===== src/rtl/pwcc_pkg.sv =====
// Package for the polygon wall collision counter.
// Types, widths and register indexes shared by all rtl files; no dependencies.
package pwcc_pkg;

    localparam int CoordWidth  = 16;
    localparam int CountWidth  = 16;
    localparam int RadiusWidth = 15;
    localparam int PaddrWidth  = 1;
    localparam logic [RadiusWidth-1:0] RadiusReset = 15'd240;

    // Register byte addresses
    localparam logic [PaddrWidth-1:0] AddrRadius = 1'b0;

    // Width of the coordinate differences
    localparam int DiffWidth = CoordWidth + 1;
    // Squares and products of differences
    localparam int ProdWidth = 2 * DiffWidth;
    // Sum of two products
    localparam int SumWidth  = ProdWidth + 1;

    typedef logic signed [CoordWidth-1:0] coord_t;
    typedef logic signed [DiffWidth-1:0]  diff_t;
    typedef logic signed [SumWidth-1:0]   sum_t;

    // One edge test queued from the front part to the back part
    typedef struct packed {
        coord_t px;
        coord_t py;
        coord_t sx;
        coord_t sy;
        coord_t ex;
        coord_t ey;
        logic   first;   // start of loop: no edge, clears the hit flag
        logic   last;    // report after this test
    } edge_job_t;

    typedef enum logic [2:0] {
        ST_IDLE,
        ST_DIFF,
        ST_DOT,
        ST_CROSS,
        ST_BOUND,
        ST_DONE
    } edge_state_t;

endpackage


===== src/rtl/pwcc_front.sv =====
// Front part: accepts vertex words, tracks first and previous vertex and
// emits edge jobs. Depends on pwcc_pkg.
module pwcc_front (
    input  logic               aclk,
    input  logic               aresetn,
    input  pwcc_pkg::coord_t   s_centre_x,
    input  pwcc_pkg::coord_t   s_centre_y,
    input  pwcc_pkg::coord_t   s_corner_x,
    input  pwcc_pkg::coord_t   s_corner_y,
    input  logic               s_last_corner,
    input  logic               s_valid,
    output logic               s_ready,
    output pwcc_pkg::edge_job_t job,
    output logic               job_valid,
    input  logic               job_ready
);
    import pwcc_pkg::*;

    coord_t first_x_reg, first_y_reg, prev_x_reg, prev_y_reg;
    logic   started_reg;
    logic   pend_close_reg;          // closing edge still to be issued
    edge_job_t close_job_reg;
    logic   take;

    // Accept only when no closing edge is waiting
    assign s_ready = job_ready && !pend_close_reg;
    assign take    = s_valid && s_ready;

    // Issue the closing edge first, else the current word's edge
    always_comb begin
        if (pend_close_reg) begin
            job       = close_job_reg;
            job_valid = 1'b1;
        end else begin
            job.px    = s_centre_x;
            job.py    = s_centre_y;
            job.sx    = prev_x_reg;
            job.sy    = prev_y_reg;
            job.ex    = s_corner_x;
            job.ey    = s_corner_y;
            job.first = !started_reg;
            job.last  = 1'b0;
            job_valid = s_valid;
        end
    end

    // Track loop vertices
    always_ff @(posedge aclk) begin
        if (!aresetn) begin
            started_reg    <= 1'b0;
            pend_close_reg <= 1'b0;
        end else begin
            if (pend_close_reg && job_ready) begin
                pend_close_reg <= 1'b0;
            end
            if (take) begin
                started_reg    <= !s_last_corner;
                pend_close_reg <= s_last_corner;
            end
        end
    end

    // Payload holds need no reset
    always_ff @(posedge aclk) begin
        if (take) begin
            prev_x_reg <= s_corner_x;
            prev_y_reg <= s_corner_y;
            if (!started_reg) begin
                first_x_reg <= s_corner_x;
                first_y_reg <= s_corner_y;
            end
            close_job_reg.px    <= s_centre_x;
            close_job_reg.py    <= s_centre_y;
            close_job_reg.sx    <= s_corner_x;
            close_job_reg.sy    <= s_corner_y;
            close_job_reg.ex    <= started_reg ? first_x_reg : s_corner_x;
            close_job_reg.ey    <= started_reg ? first_y_reg : s_corner_y;
            close_job_reg.first <= 1'b0;
            close_job_reg.last  <= 1'b1;
        end
    end

`ifndef ASSERT_OFF
    a_no_take_pending: assert property (@(posedge aclk) disable iff (!aresetn)
        pend_close_reg |-> !take) else $error("word taken over closing edge");
    a_last_sets_pend: assert property (@(posedge aclk) disable iff (!aresetn)
        take && s_last_corner |=> pend_close_reg) else $error("closing edge lost");
    a_close_is_last: assert property (@(posedge aclk) disable iff (!aresetn)
        pend_close_reg |-> job.last && job_valid) else $error("bad closing job");
`endif

endmodule


===== config.mk =====
export PLATFORM = sky130hd
export DESIGN_NAME = pwcc_front
export DESIGN_NICKNAME = d
export VERILOG_FILES = /design/src/rtl/pwcc_pkg.sv /design/src/rtl/pwcc_front.sv
export SDC_FILE = /design/constraint.sdc
export NUM_CORES = 1
export LEC_CHECK = 0
export ABC_CLOCK_PERIOD_IN_PS = 2400
export BUFFER_PORTS_ARGS = -buffer_cell sky130_fd_sc_hd__buf_4
export CAP_MARGIN = 20
export CORE_ASPECT_RATIO = 1.2
export CORE_MARGIN = 2
export CORE_UTILIZATION = 43
export CTS_CLUSTER_DIAMETER = 60
export DETAILED_ROUTE_END_ITERATION = 16
export PLACE_DENSITY = 0.76
export SLEW_MARGIN = 0
export SYNTH_ARGS = -nofsm -noshare
export SYNTH_HDL_FRONTEND = slang
export SYNTH_SLANG_ARGS = --single-unit

===== constraint.sdc =====
create_clock -name aclk -period 2.4 [get_ports aclk]
set_input_delay 0.48 -clock aclk [delete_from_list [all_inputs] [get_ports aclk]]
set_output_delay 0.48 -clock aclk [all_outputs]
set_load 0.05 [all_outputs]

=== Yosys cells after proc, flatten, opt, wreduce, memory -nomap -nowiden ===
Cells that the tools add are included.

* Input port bits: 69
* Output and inout port bits: 100
* Bits in registers: 98

* Reduce and logical (&&, ||, !) cells: 8
* Mux-type cells: 6
* Bitwise logic cells: 1

{| class="wikitable"
|+ Operator list
! operator !! number
|-
| 98-bit 2-to-1 mux || 1
|-
| 16-bit 2-to-1 mux || 2
|-
| 1-bit logical AND || 3
|-
| 1-bit logical NOT || 3
|-
| 1-bit 2-to-1 mux || 3
|-
| 2-bit AND reduction || 1
|-
| 2-bit nonzero test || 1
|-
| 1-bit NOT || 1
|}

=== Depth between registers and ports, before layout ===
* Depth in word-level cells: 4
* Gate-level depth with buffers: 4
* Depth with buffers taken out: 2

=== Worst setup path after synthesis ===
OpenSTA, ideal clock, no wires.

* Path type: flip-flop to flip-flop
* Start point: reg pend_close_reg
* End point: reg close_job_reg[34] in the netlist's numbering, enable pin
* Data arrival time: 2,201 ps
* Setup time: 430 ps
* Data required time: 1,970 ps
* Cell stages (with the launch flop): 4
* Path buffers: 2
* Clock period less this slack: 2,631 ps
* Slack: -231 ps
* Cell sequence: dfxtp_1 buf_4 buf_6 and3b_1

* Longest elaborated chain between the ends: 3

{| class="wikitable"
|+ Ends and longest elaborated chain
! element !! line !! source
|-
| start: declaration || pwcc_front.sv:21 || <nowiki>logic pend_close_reg;</nowiki>
|-
| start signal: assignment || pwcc_front.sv:58 || <nowiki>pend_close_reg <= s_last_corner;</nowiki>
|-
| 1-bit logical NOT || pwcc_front.sv:26 || <nowiki>assign s_ready = job_ready && !pend_close_reg;</nowiki>
|-
| 1-bit logical AND || pwcc_front.sv:26 ||
|-
| 1-bit logical AND || pwcc_front.sv:27 || <nowiki>assign take = s_valid && s_ready;</nowiki>
|-
| via take || pwcc_front.sv:23 || <nowiki>logic take;</nowiki>
|-
| end: declaration || pwcc_front.sv:22 || <nowiki>edge_job_t close_job_reg;</nowiki>
|}

The timed path passes the listed nets, and every way through them passes these cells.
A chain may end at the register's enable or synchronous reset.

==> impl_metrics.toml <==
[outcome]
status = "finished clean"

[timing]
finClkSkew_ns = 0.004841
slew_headroom = 0.6721
rsz0062_at_grt = "false"
slew_violations = 0
finalCriticalPeriod_ns = 2.191
hold_viol = 0
worstMarginPinSlew_ns = 0.4918
postLayoutSetupSlackWorst_ns = 0.2093
max_freq_mhz = 456.5
timing.final.crit_share = 0.9128
finalSetupTns_ns = 0
setup_viol = 0

[final_layout]
final_cell_mix = "173 x buf_4, 96 x edfxtp_1, 64 x mux2_2"
nNetsFinal = 424
ff_latch_area_um2 = 2924
utilization = 0.5857
area_growth_pct = 32.43
largest_reg_flops = 96
multi_input_area_um2 = 787.0
layout_commonest_cell = "buf_4"
diodes = 0
drive_gt1_frac = 0.7075
nFillCells = 719

[setup_path]
r2r-start = "pend_close_reg"
path_max_fanout = 42
cp-end-kind = "output pin"
cp_slowest_cell = "buf_4"
critPathMaxStageDelay_ns = 0.41
worst-r2r-cell-count = 4
crit_chain = "buf_4 > mux2_2 > buf_4"
critical_path.endpoint = "job[81]"
cp.arrival_ns = 1.71
reg2reg_slack_ns = 0.68
startpoint_type = "register"
regToRegEndpoint = "close_job_reg[13]"
crit_type = "register to output pin"
required_ns = 1.92
startpoint = "pend_close_reg"
crit_top_cell = "buf_4"

[grt]
grt_max_degree = 43
antenna_found_initial = 0
grt_remaining_overflow = 0
use_met1 = 0.1747
grt_pass1_wl_um = 10900
grt_pass1_vias = 2199
use_met3 = 0.03838
met2_usage = 0.2279
grt_most_used_layer = "met2"
grt_usage = 0.1413

[pwr]
power.density_nw_per_um2 = 688.5
peakVddDrop_mv = 0.3396
leakage_nw = 2.084

[yosys]
seq_area_frac_synth = 0.7277
synth_seq_cells = 98
yosysWarningCount = 0
synth_cell_types = 15
syn_area_um2 = 4016
synth_area_leader_cell = "edfxtp_1"
synth_area_leaders = "edfxtp_1 72%, mux2_2 18%, buf_4 7.3%, dfxtp_1 1.0%, buf_6 0.28%"
syn_nets = 281
syn_inst = 212
syn_area_per_cell_um2 = 18.95
synth_top_cell_area_share = 0.7178

[die]
core_um2 = 9081
die_width_um = 92.23
start_util = 0.4423
io_pins = 169
die_area_um2 = 10130
num_rows = 38
die_y_um = 109.9

[clock_tree]
ctsHoldBuffers = 0
post_cts_buffers = 0
numClockSinks = 98
clk_path_buf_depth = 2
cts_resized = 0
cts_tree = "done"
clk_pin_slew_worst_paths_ns = 0.09
insertion_delay_ns = 0.35
cts_root_buffer = "clkbuf_8"
cts_made_buffers = 9
htreeDepth = 3

[detailed_routing]
wirelength_um = 7334
vias = 2254
postRouteAntennaNets = 0
wl_per_cell_um = 15.31
first_pass_iters = 4
drc = 0
drt_iter0_markers = 75
viasPerCell = 4.706

[worst_hold_path]
hold_class = "input pin to register"
holdPathStages = 1

[place]
place_hpwl_um = 5179
port_buffers = 168
place_ws_ns = 0.5845
place_congestion = 0.7168

[flow_run]
drv_cap = 0
[critical path, delay by kind of cell, from the launching register on]
family                 cells  cell delay, ns
buffers and inverters      2            0.60
muxes                      1            0.40
DFF                        1            0.33
[report_power, final]
group / leakage [nW] / switching, W / total (W) / internal (W)
logic: 1.10 / 0.000512 / 0.000784 / 0.000271
clock network: 0.0722 / 0.000531 / 0.000893 / 0.000362
registers: 0.913 / 0.0000183 / 0.00199 / 0.00197
total: 2.08 / 0.00106 / 0.00366 / 0.00260
[cell usage after synthesis]
cell type	count
nand2b_1	1
o211a_1	1
buf_6	1
dfxtp_1	2
nor2_1	1
a21boi_0	1
and3b_1	1
buf_2	1
nor2b_1	1
nand4b_1	1
and3_1	1
or2_2	1
mux2_2	64
buf_4	39
edfxtp_1	96
[cell type report]
type	count	share of cell area
multi-input combinational	73	0.1480
clock inverter	6	0.006587
tap	120	0.02823
sequential	98	0.5498
timing repair buffer	173	0.2442
clock buffer	9	0.02329
[worst min path at each step]
stage	startpoint	end	slack, ns
after floorplan	started_reg	started_reg	0.47
after global placement	started_reg	started_reg	0.48
after detailed placement	started_reg	started_reg	0.50
after CTS	s_centre_x[12]	close_job_reg[94]	0.28
after global routing	s_centre_y[6]	close_job_reg[72]	0.28
final	s_centre_x[15]	close_job_reg[97]	0.31
[per-layer routing]
| metal | share of wire | up-vias | routed length (um) |
|---|---|---|---|
| met5 | 0 | - | 0 |
| met4 | 0.019 | 0 | 136 |
| met3 | 0.079 | 10 | 582 |
| met2 | 0.49 | 104 | 3583 |
| met1 | 0.41 | 1084 | 3031 |
| li1 | - | 1056 | - |
[per-stage QoR]
step | cell area [um2] | instances | power, W | hold WS [ns]
3_3_place_gp | 5160 | 464 | 0.002805 | 0.4844
3_5_place_dp | 5160 | 464 | 0.002814 | 0.4950
2_1_floorplan | 4019 | 212 | 0.002558 | 0.4731
6_report | 5319 | 479 | 0.003662 | 0.3079
4_1_cts | 5319 | 479 | 0.003708 | 0.2829
5_1_grt | 5319 | 479 | 0.003799 | 0.2807
[cells by family (layout without fill, tap and decap cells)]
| family | after synthesis | in the layout | synth area share |
|---|---|---|---|
| compound gates | 2 | 2 | 0.004362 |
| buf+inv | 41 | 188 | 0.07695 |
| flops | 98 | 98 | 0.7277 |
| mux | 64 | 64 | 0.1794 |
| simple gates | 7 | 7 | 0.01153 |
(Power assumes the default switching activity.)
