### src/rtl/pwcc_pkg.sv
// Package for the polygon wall collision counter.
// Types, widths and register indexes shared by all rtl files; no dependencies.
package pwcc_pkg;

    localparam int CoordWidth  = 16;
    localparam int CountWidth  = 16;
    localparam int RadiusWidth = 15;
    localparam int PaddrWidth  = 1;
    localparam logic [RadiusWidth-1:0] RadiusReset = 15'd240;

    // Register byte addresses
    localparam logic [PaddrWidth-1:0] AddrRadius = 1'b0;

    // Width of the coordinate differences
    localparam int DiffWidth = CoordWidth + 1;
    // Squares and products of differences
    localparam int ProdWidth = 2 * DiffWidth;
    // Sum of two products
    localparam int SumWidth  = ProdWidth + 1;

    typedef logic signed [CoordWidth-1:0] coord_t;
    typedef logic signed [DiffWidth-1:0]  diff_t;
    typedef logic signed [SumWidth-1:0]   sum_t;

    // One edge test queued from the front part to the back part
    typedef struct packed {
        coord_t px;
        coord_t py;
        coord_t sx;
        coord_t sy;
        coord_t ex;
        coord_t ey;
        logic   first;   // start of loop: no edge, clears the hit flag
        logic   last;    // report after this test
    } edge_job_t;

    typedef enum logic [2:0] {
        ST_IDLE,
        ST_DIFF,
        ST_DOT,
        ST_CROSS,
        ST_BOUND,
        ST_DONE
    } edge_state_t;

endpackage

### src/rtl/pwcc_queue.sv
// Two-entry queue of edge jobs between front and back parts.
// Depends on pwcc_pkg.
module pwcc_queue (
    input  logic                aclk,
    input  logic                aresetn,
    input  pwcc_pkg::edge_job_t in_job,
    input  logic                in_valid,
    output logic                in_ready,
    output pwcc_pkg::edge_job_t out_job,
    output logic                out_valid,
    input  logic                out_ready
);
    import pwcc_pkg::*;

    edge_job_t mem_reg [2];
    logic       wp_reg, rp_reg;
    logic [1:0] cnt_reg;
    logic       push, pop;

    assign in_ready  = (cnt_reg != 2'd2);
    assign out_valid = (cnt_reg != 2'd0);
    assign out_job   = mem_reg[rp_reg];
    assign push      = in_valid && in_ready;
    assign pop       = out_valid && out_ready;

    // Advance pointers and count
    always_ff @(posedge aclk) begin
        if (!aresetn) begin
            wp_reg  <= 1'b0;
            rp_reg  <= 1'b0;
            cnt_reg <= 2'd0;
        end else begin
            if (push) wp_reg <= !wp_reg;
            if (pop)  rp_reg <= !rp_reg;
            cnt_reg <= cnt_reg + {1'b0, push} - {1'b0, pop};
        end
    end

    // Store entries
    always_ff @(posedge aclk) begin
        if (push) begin
            mem_reg[wp_reg] <= in_job;
        end
    end

`ifndef ASSERT_OFF
    a_cnt_range: assert property (@(posedge aclk) disable iff (!aresetn)
        cnt_reg != 2'd3) else $error("queue count overflow");
    a_ptr_match: assert property (@(posedge aclk) disable iff (!aresetn)
        (cnt_reg == 2'd0 || cnt_reg == 2'd2) |-> wp_reg == rp_reg)
        else $error("queue pointers out of step");
    a_pop_empty: assert property (@(posedge aclk) disable iff (!aresetn)
        cnt_reg == 2'd0 |-> !pop) else $error("pop from empty queue");
`endif

endmodule

### config.mk
export PLATFORM = sky130hd
export DESIGN_NAME = pwcc_queue
export DESIGN_NICKNAME = d
export VERILOG_FILES = /design/src/rtl/pwcc_pkg.sv /design/src/rtl/pwcc_queue.sv
export SDC_FILE = /design/constraint.sdc
export NUM_CORES = 1
export LEC_CHECK = 0
export BUFFER_PORTS_ARGS = -buffer_cell sky130_fd_sc_hd__buf_2
export CAP_MARGIN = 20
export CELL_PAD_IN_SITES_DETAIL_PLACEMENT = 1
export CELL_PAD_IN_SITES_GLOBAL_PLACEMENT = 1
export CORE_MARGIN = 5
export CORE_UTILIZATION = 44
export DETAILED_ROUTE_END_ITERATION = 10
export GPL_TIMING_DRIVEN = 0
export PLACE_DENSITY = 0.76
export SLEW_MARGIN = 5
export SYNTH_ARGS = -nofsm -noshare
export SYNTH_HDL_FRONTEND = slang
export SYNTH_SLANG_ARGS = --single-unit
### constraint.sdc
create_clock -name aclk -period 4.22 [get_ports aclk]
set_input_delay 0.844 -clock aclk [delete_from_list [all_inputs] [get_ports aclk]]
set_output_delay 0.844 -clock aclk [all_outputs]
set_load 0.03 [all_outputs]
# [Yosys cells after proc, flatten, opt, wreduce, memory -nomap -nowiden]
# Memory sizes are Yosys's and may differ from the RTL's. A register that Yosys moved wholly into a read port is not among the register bits.
# Cells that the tools add are included.
[classes] n_mux=4 addsub=2 reduce_logical=5 eq_ne=1
[ops] cell="1-bit two-way mux" n=4
[ops] cell="2-bit by 1-bit adder with 2-bit output" n=1
[ops] cell="1-bit logical AND" n=2
[ops] cell="1-bit logical NOT" n=2
[ops] cell="2-bit != test (second input constant)" n=1
[ops] cell="2-bit nonzero test" n=1
[ops] cell="2-bit by 1-bit subtractor with 2-bit output" n=1
[totals] n_memories=1 wordCells=16 output_inout_bits=100 mem_bits_rw=196 ff_bits=4
[mem_list] name="mem_reg" depth=2 word_bits=98 rd=1 rd_clocked_by_memory_dff=1 write_ports=1 line="pwcc_queue.sv:15" text="edge_job_t mem_reg [2];"

# [Longest topological paths before layout]
[logic_depth] depth_word=4 ltp_mapped=6 depth_no_buf=6

# [Worst setup path before layout]
# Ideal clock, no wire load.
[synth_timing] path_kind="input to register" start="in in_valid" end="mem mem_reg[1][0] in the netlist's numbering (enable)" slack_ps=587 path_stages=1 required_time_ps=3751 arrival_ps=3165 setup_ps=469 path_cell_list="and3_1"
[synth_via] elab_chain_cells=3
[synth_lines] item="start: declaration" line="pwcc_queue.sv:7" text="input logic in_valid,"
[synth_lines] item="1-bit logical AND" line="pwcc_queue.sv:23" text="assign push = in_valid && in_ready;"
[synth_lines] item="1-bit two-way mux" line="pwcc_queue.sv:41" text="if (push) begin"
[synth_lines] item="1-bit two-way mux (not written as such)" line="pwcc_queue.sv:42" text="mem_reg[wp_reg] <= in_job;"
[synth_lines] item="end: declaration" line="pwcc_queue.sv:15"
# Every way passes these cells.

==> impl_metrics.yaml <==
synthesis:
  synth_top_area_share_pct: 79.4
  synth_fp_nets: 438
  synth_flop_cell: "edfxtp_1"
  yosysTopAreaCell: "edfxtp_1"
  synth_warnings: 0
  ys_top_cells_by_count: "edfxtp_1, mux2_2, mux2_4"
  synth.most_common_cell: "edfxtp_1"
  ys_seq_area_share_pct: 80.8
  netlist_area_sq_um: 7410
  synth_edf_count: 196
  syn-instance-count: 335
  ys_types: 25
  ys_async_sr_fraction_pct: 0
  synth_area_leaders: "edfxtp_1, mux2_2, mux2_4, dfxtp_1, buf_6"
  postSynthAreaPerCell_sq_um: 22.1
  ys_seq_elements: 201
timing:
  timing.hold.ws_ps: 509
  finalCritPeriodShare_pct: 63.2
  skew_ps: 5.66
  finalSetupViolCount: 0
  final-max-slew-violation-count: 0
  finalCriticalPeriod_ps: 2670
  rsz0062_at_grt: "no"
  hold_viol: 0
  tightestPinTransition_ps: 714
  tns_ps: 0
  fmax_mhz: 375
  max_slew_margin_pct: 52.4
place:
  hpwl_mm: 10.9
  place_area_sq_um: 8750
  io_buffers: 201
  place_inst: 758
  place_congestion: 0.733
setup_path:
  crit_required_ps: 3380
  slowest_stage: "mux2_2"
  crit_family: "buffers and inverters"
  cpPeakStageDelay_ps: 380
  worstPathMaxFanout: 10
  cp.depth: 4
  path_cells: "buf_6 -> buf_2 -> mux2_2 -> buf_2"
  worst_setup_path_end_kind: "primary output"
  path_buf_inv: 3
  arrival_ps: 1820
  timing.rr.end: "mem_reg[0][0]$_DFFE_PP_"
  critPathMostFrequentCell: "buf_2"
  critical_path_class: "flip-flop to primary output"
  rrSetupSlack_ps: 2170
  cp-start-kind: "flip-flop"
  r2r_cells: 4
  crit_end: "out_job[42]"
  reg2reg_from: "cnt_reg[0]$_SDFF_PN0_"
power_and_ir_drop:
  switching_share_pct: 29.9
  clockPowerShare_pct: 30.4
  combPwrFrac_pct: 25.9
  intPower_mw: 3.97
  leakagePower_nw: 3.57
  power_switching_mw: 1.70
  power.density_nw_per_um2: 602
  vdd_drop_max_uv: 381
  pwr-share-seq_pct: 43.8
status:
  status: "complete, no violations"
layout:
  seqCellArea_sq_um: 5990
  design_area_sq_um: 9400
  fillers: 1532
  drive_above_1_share_pct: 60.0
  multi_input_area_sq_um: 1340
  antenna_cells: 0
  final_cells: 797
  syn_to_final_growth_pct: 26.9
  utilization_pct: 56.9
  largest_reg_flops: 196
  fin_nets: 665
global_route:
  grt_pass1_vias: 4373
  antenna_found_initial: 1
  grt_max_degree: 52
  grt_usage_pct: 15.6
  grt_first_pass_wirelength_mm: 24.2
  grt_overflow: 0
cts:
  clkLatencyLatePin_ps: 490
  root_buffer: "clkbuf_16"
  cts_buffers: 22
  cts_sinks: 201
  postCtsHoldBufs: 0
  postCtsResizedCells: 0
  cts_buffer_depth: 3
  cts_tree: "done"
  postCtsSetupBuffers: 0
  path_clk_slew_ps: 60
  cts_max_level: 1
die:
  core_sq_um: 16500
  fp-row-count: 47
  ioPinCount: 202
  die_w_microns: 140
  die_h_microns: 140
  fp.dieArea_sq_um: 19500
  initial_utilization_pct: 44.8
detailed_routing:
  dr.pass1.iters: 4
  vias: 3927
  routedWlPerCell_microns: 19.6
  drt_iter0_drc: 193
  ant_nets: 0
  drt_wl_total_mm: 15.6
  drc: 0
  vias_per_cell: 4.93
min_path:
  hold_path_class: "flip-flop to flip-flop"
flow_run:
  max_cap_violations: 0
==> layout by cell type, fill, tap and decap left out <==
master | Yosys | final
a21bo_2 | 1 | 1
a21oi_1 | 1 | 1
and2_1 | 1 | 1
and3_1 | 2 | 1
and3_4 | 0 | 1
buf_16 | 0 | 2
buf_2 | 7 | 208
buf_6 | 4 | 4
clkbuf_1 | 0 | 7
clkbuf_16 | 0 | 23
clkbuf_8 | 0 | 1
clkinv_1 | 0 | 4
clkinv_2 | 0 | 4
dfxtp_1 | 5 | 5
edfxtp_1 | 196 | 196
ha_1 | 1 | 1
inv_1 | 2 | 1
inv_4 | 0 | 1
mux2_2 | 78 | 78
mux2_4 | 20 | 20
nand2b_1 | 1 | 1
nand3_1 | 1 | 1
nand3b_1 | 1 | 1
nor2_1 | 4 | 4
nor2b_1 | 1 | 1
nor3_2 | 1 | 1
nor4_1 | 1 | 1
nor4bb_1 | 1 | 1
o21ai_0 | 2 | 2
o21ba_2 | 1 | 1
o31a_1 | 1 | 1
or2_2 | 1 | 1
xor2_1 | 1 | 1
==> power by group through the flow <==
stage          Clock [mW]  Sequential (mW)  Combinational [mW]
5_1_grt              1.87             2.49                1.55
2_1_floorplan           0             2.52                1.06
3_3_place_gp            0             2.53                1.44
6_report             1.72             2.48                1.47
4_1_cts              1.77             2.48                1.50
3_5_place_dp            0             2.52                1.49
==> stage by stage <==
stage | setup slack [ps] | total power [mW]
3_3_place_gp | -765 | 3.97
6_report | 1550 | 5.66
5_1_grt | 1430 | 5.92
4_1_cts | 1510 | 5.75
3_5_place_dp | 1770 | 4.01
2_1_floorplan | 587 | 3.58
==> tightest hold or removal path, cell delays in order (launching register included) <==
cell and delay (ps):
dfxtp_1 320, xor2_1 80, nor2_1 70
==> worst min-delay path by stage <==
stage	start	end	slack, ps	depth (start not counted)
after floorplan	rp_reg$_SDFFE_PN0P_	flip-flop	470	2
after global placement	rp_reg$_SDFFE_PN0P_	rp_reg$_SDFFE_PN0P_	490	2
after detailed placement	rp_reg$_SDFFE_PN0P_	flip-flop	500	2
after CTS	rp_reg$_SDFFE_PN0P_	rp_reg$_SDFFE_PN0P_	520	2
after global routing	in_job[71]	mem_reg[0][71]$_DFFE_PP_	520	1
final	rp_reg$_SDFFE_PN0P_	rp_reg$_SDFFE_PN0P_	510	2
==> area by class of cell <==
cell class	instances	share of cell area [%]
inverters	2	0.106
multi-input cells	121	14.3
flip-flops and latches	201	63.7
plain buffers	11	0.852
well taps	220	2.93
clock inverters	8	0.373
clock buffers	31	6.55
repair buffers	203	11.3
==> metal layers <==
| layer | vias to the layer above | routed length [microns] | share of wire, % | GRT usage [%] |
|---|---|---|---|---|
| met5 | - | 7 | 0.045 | 0 |
| met4 | 2 | 229 | 1.5 | 3.52 |
| met3 | 23 | 1250 | 8.0 | 4.87 |
| met2 | 149 | 7930 | 51 | 27.2 |
| met1 | 1961 | 6230 | 40 | 18.9 |
| li1 | 1792 | - | - | - |
==> logic make-up after synthesis <==
| kind of cell | synth area share, % |
|---|---|
| buffers and inverters | 1.18 |
| adders and majority gates | 0.169 |
| xor gates and xnor gates | 0.118 |
| AOI/OAI and AO/OA | 0.591 |
| and+or+nand+nor | 1.23 |
| muxes | 15.9 |
| DFF | 80.8 |
Note: power is estimated with default switching activity, not from simulation.
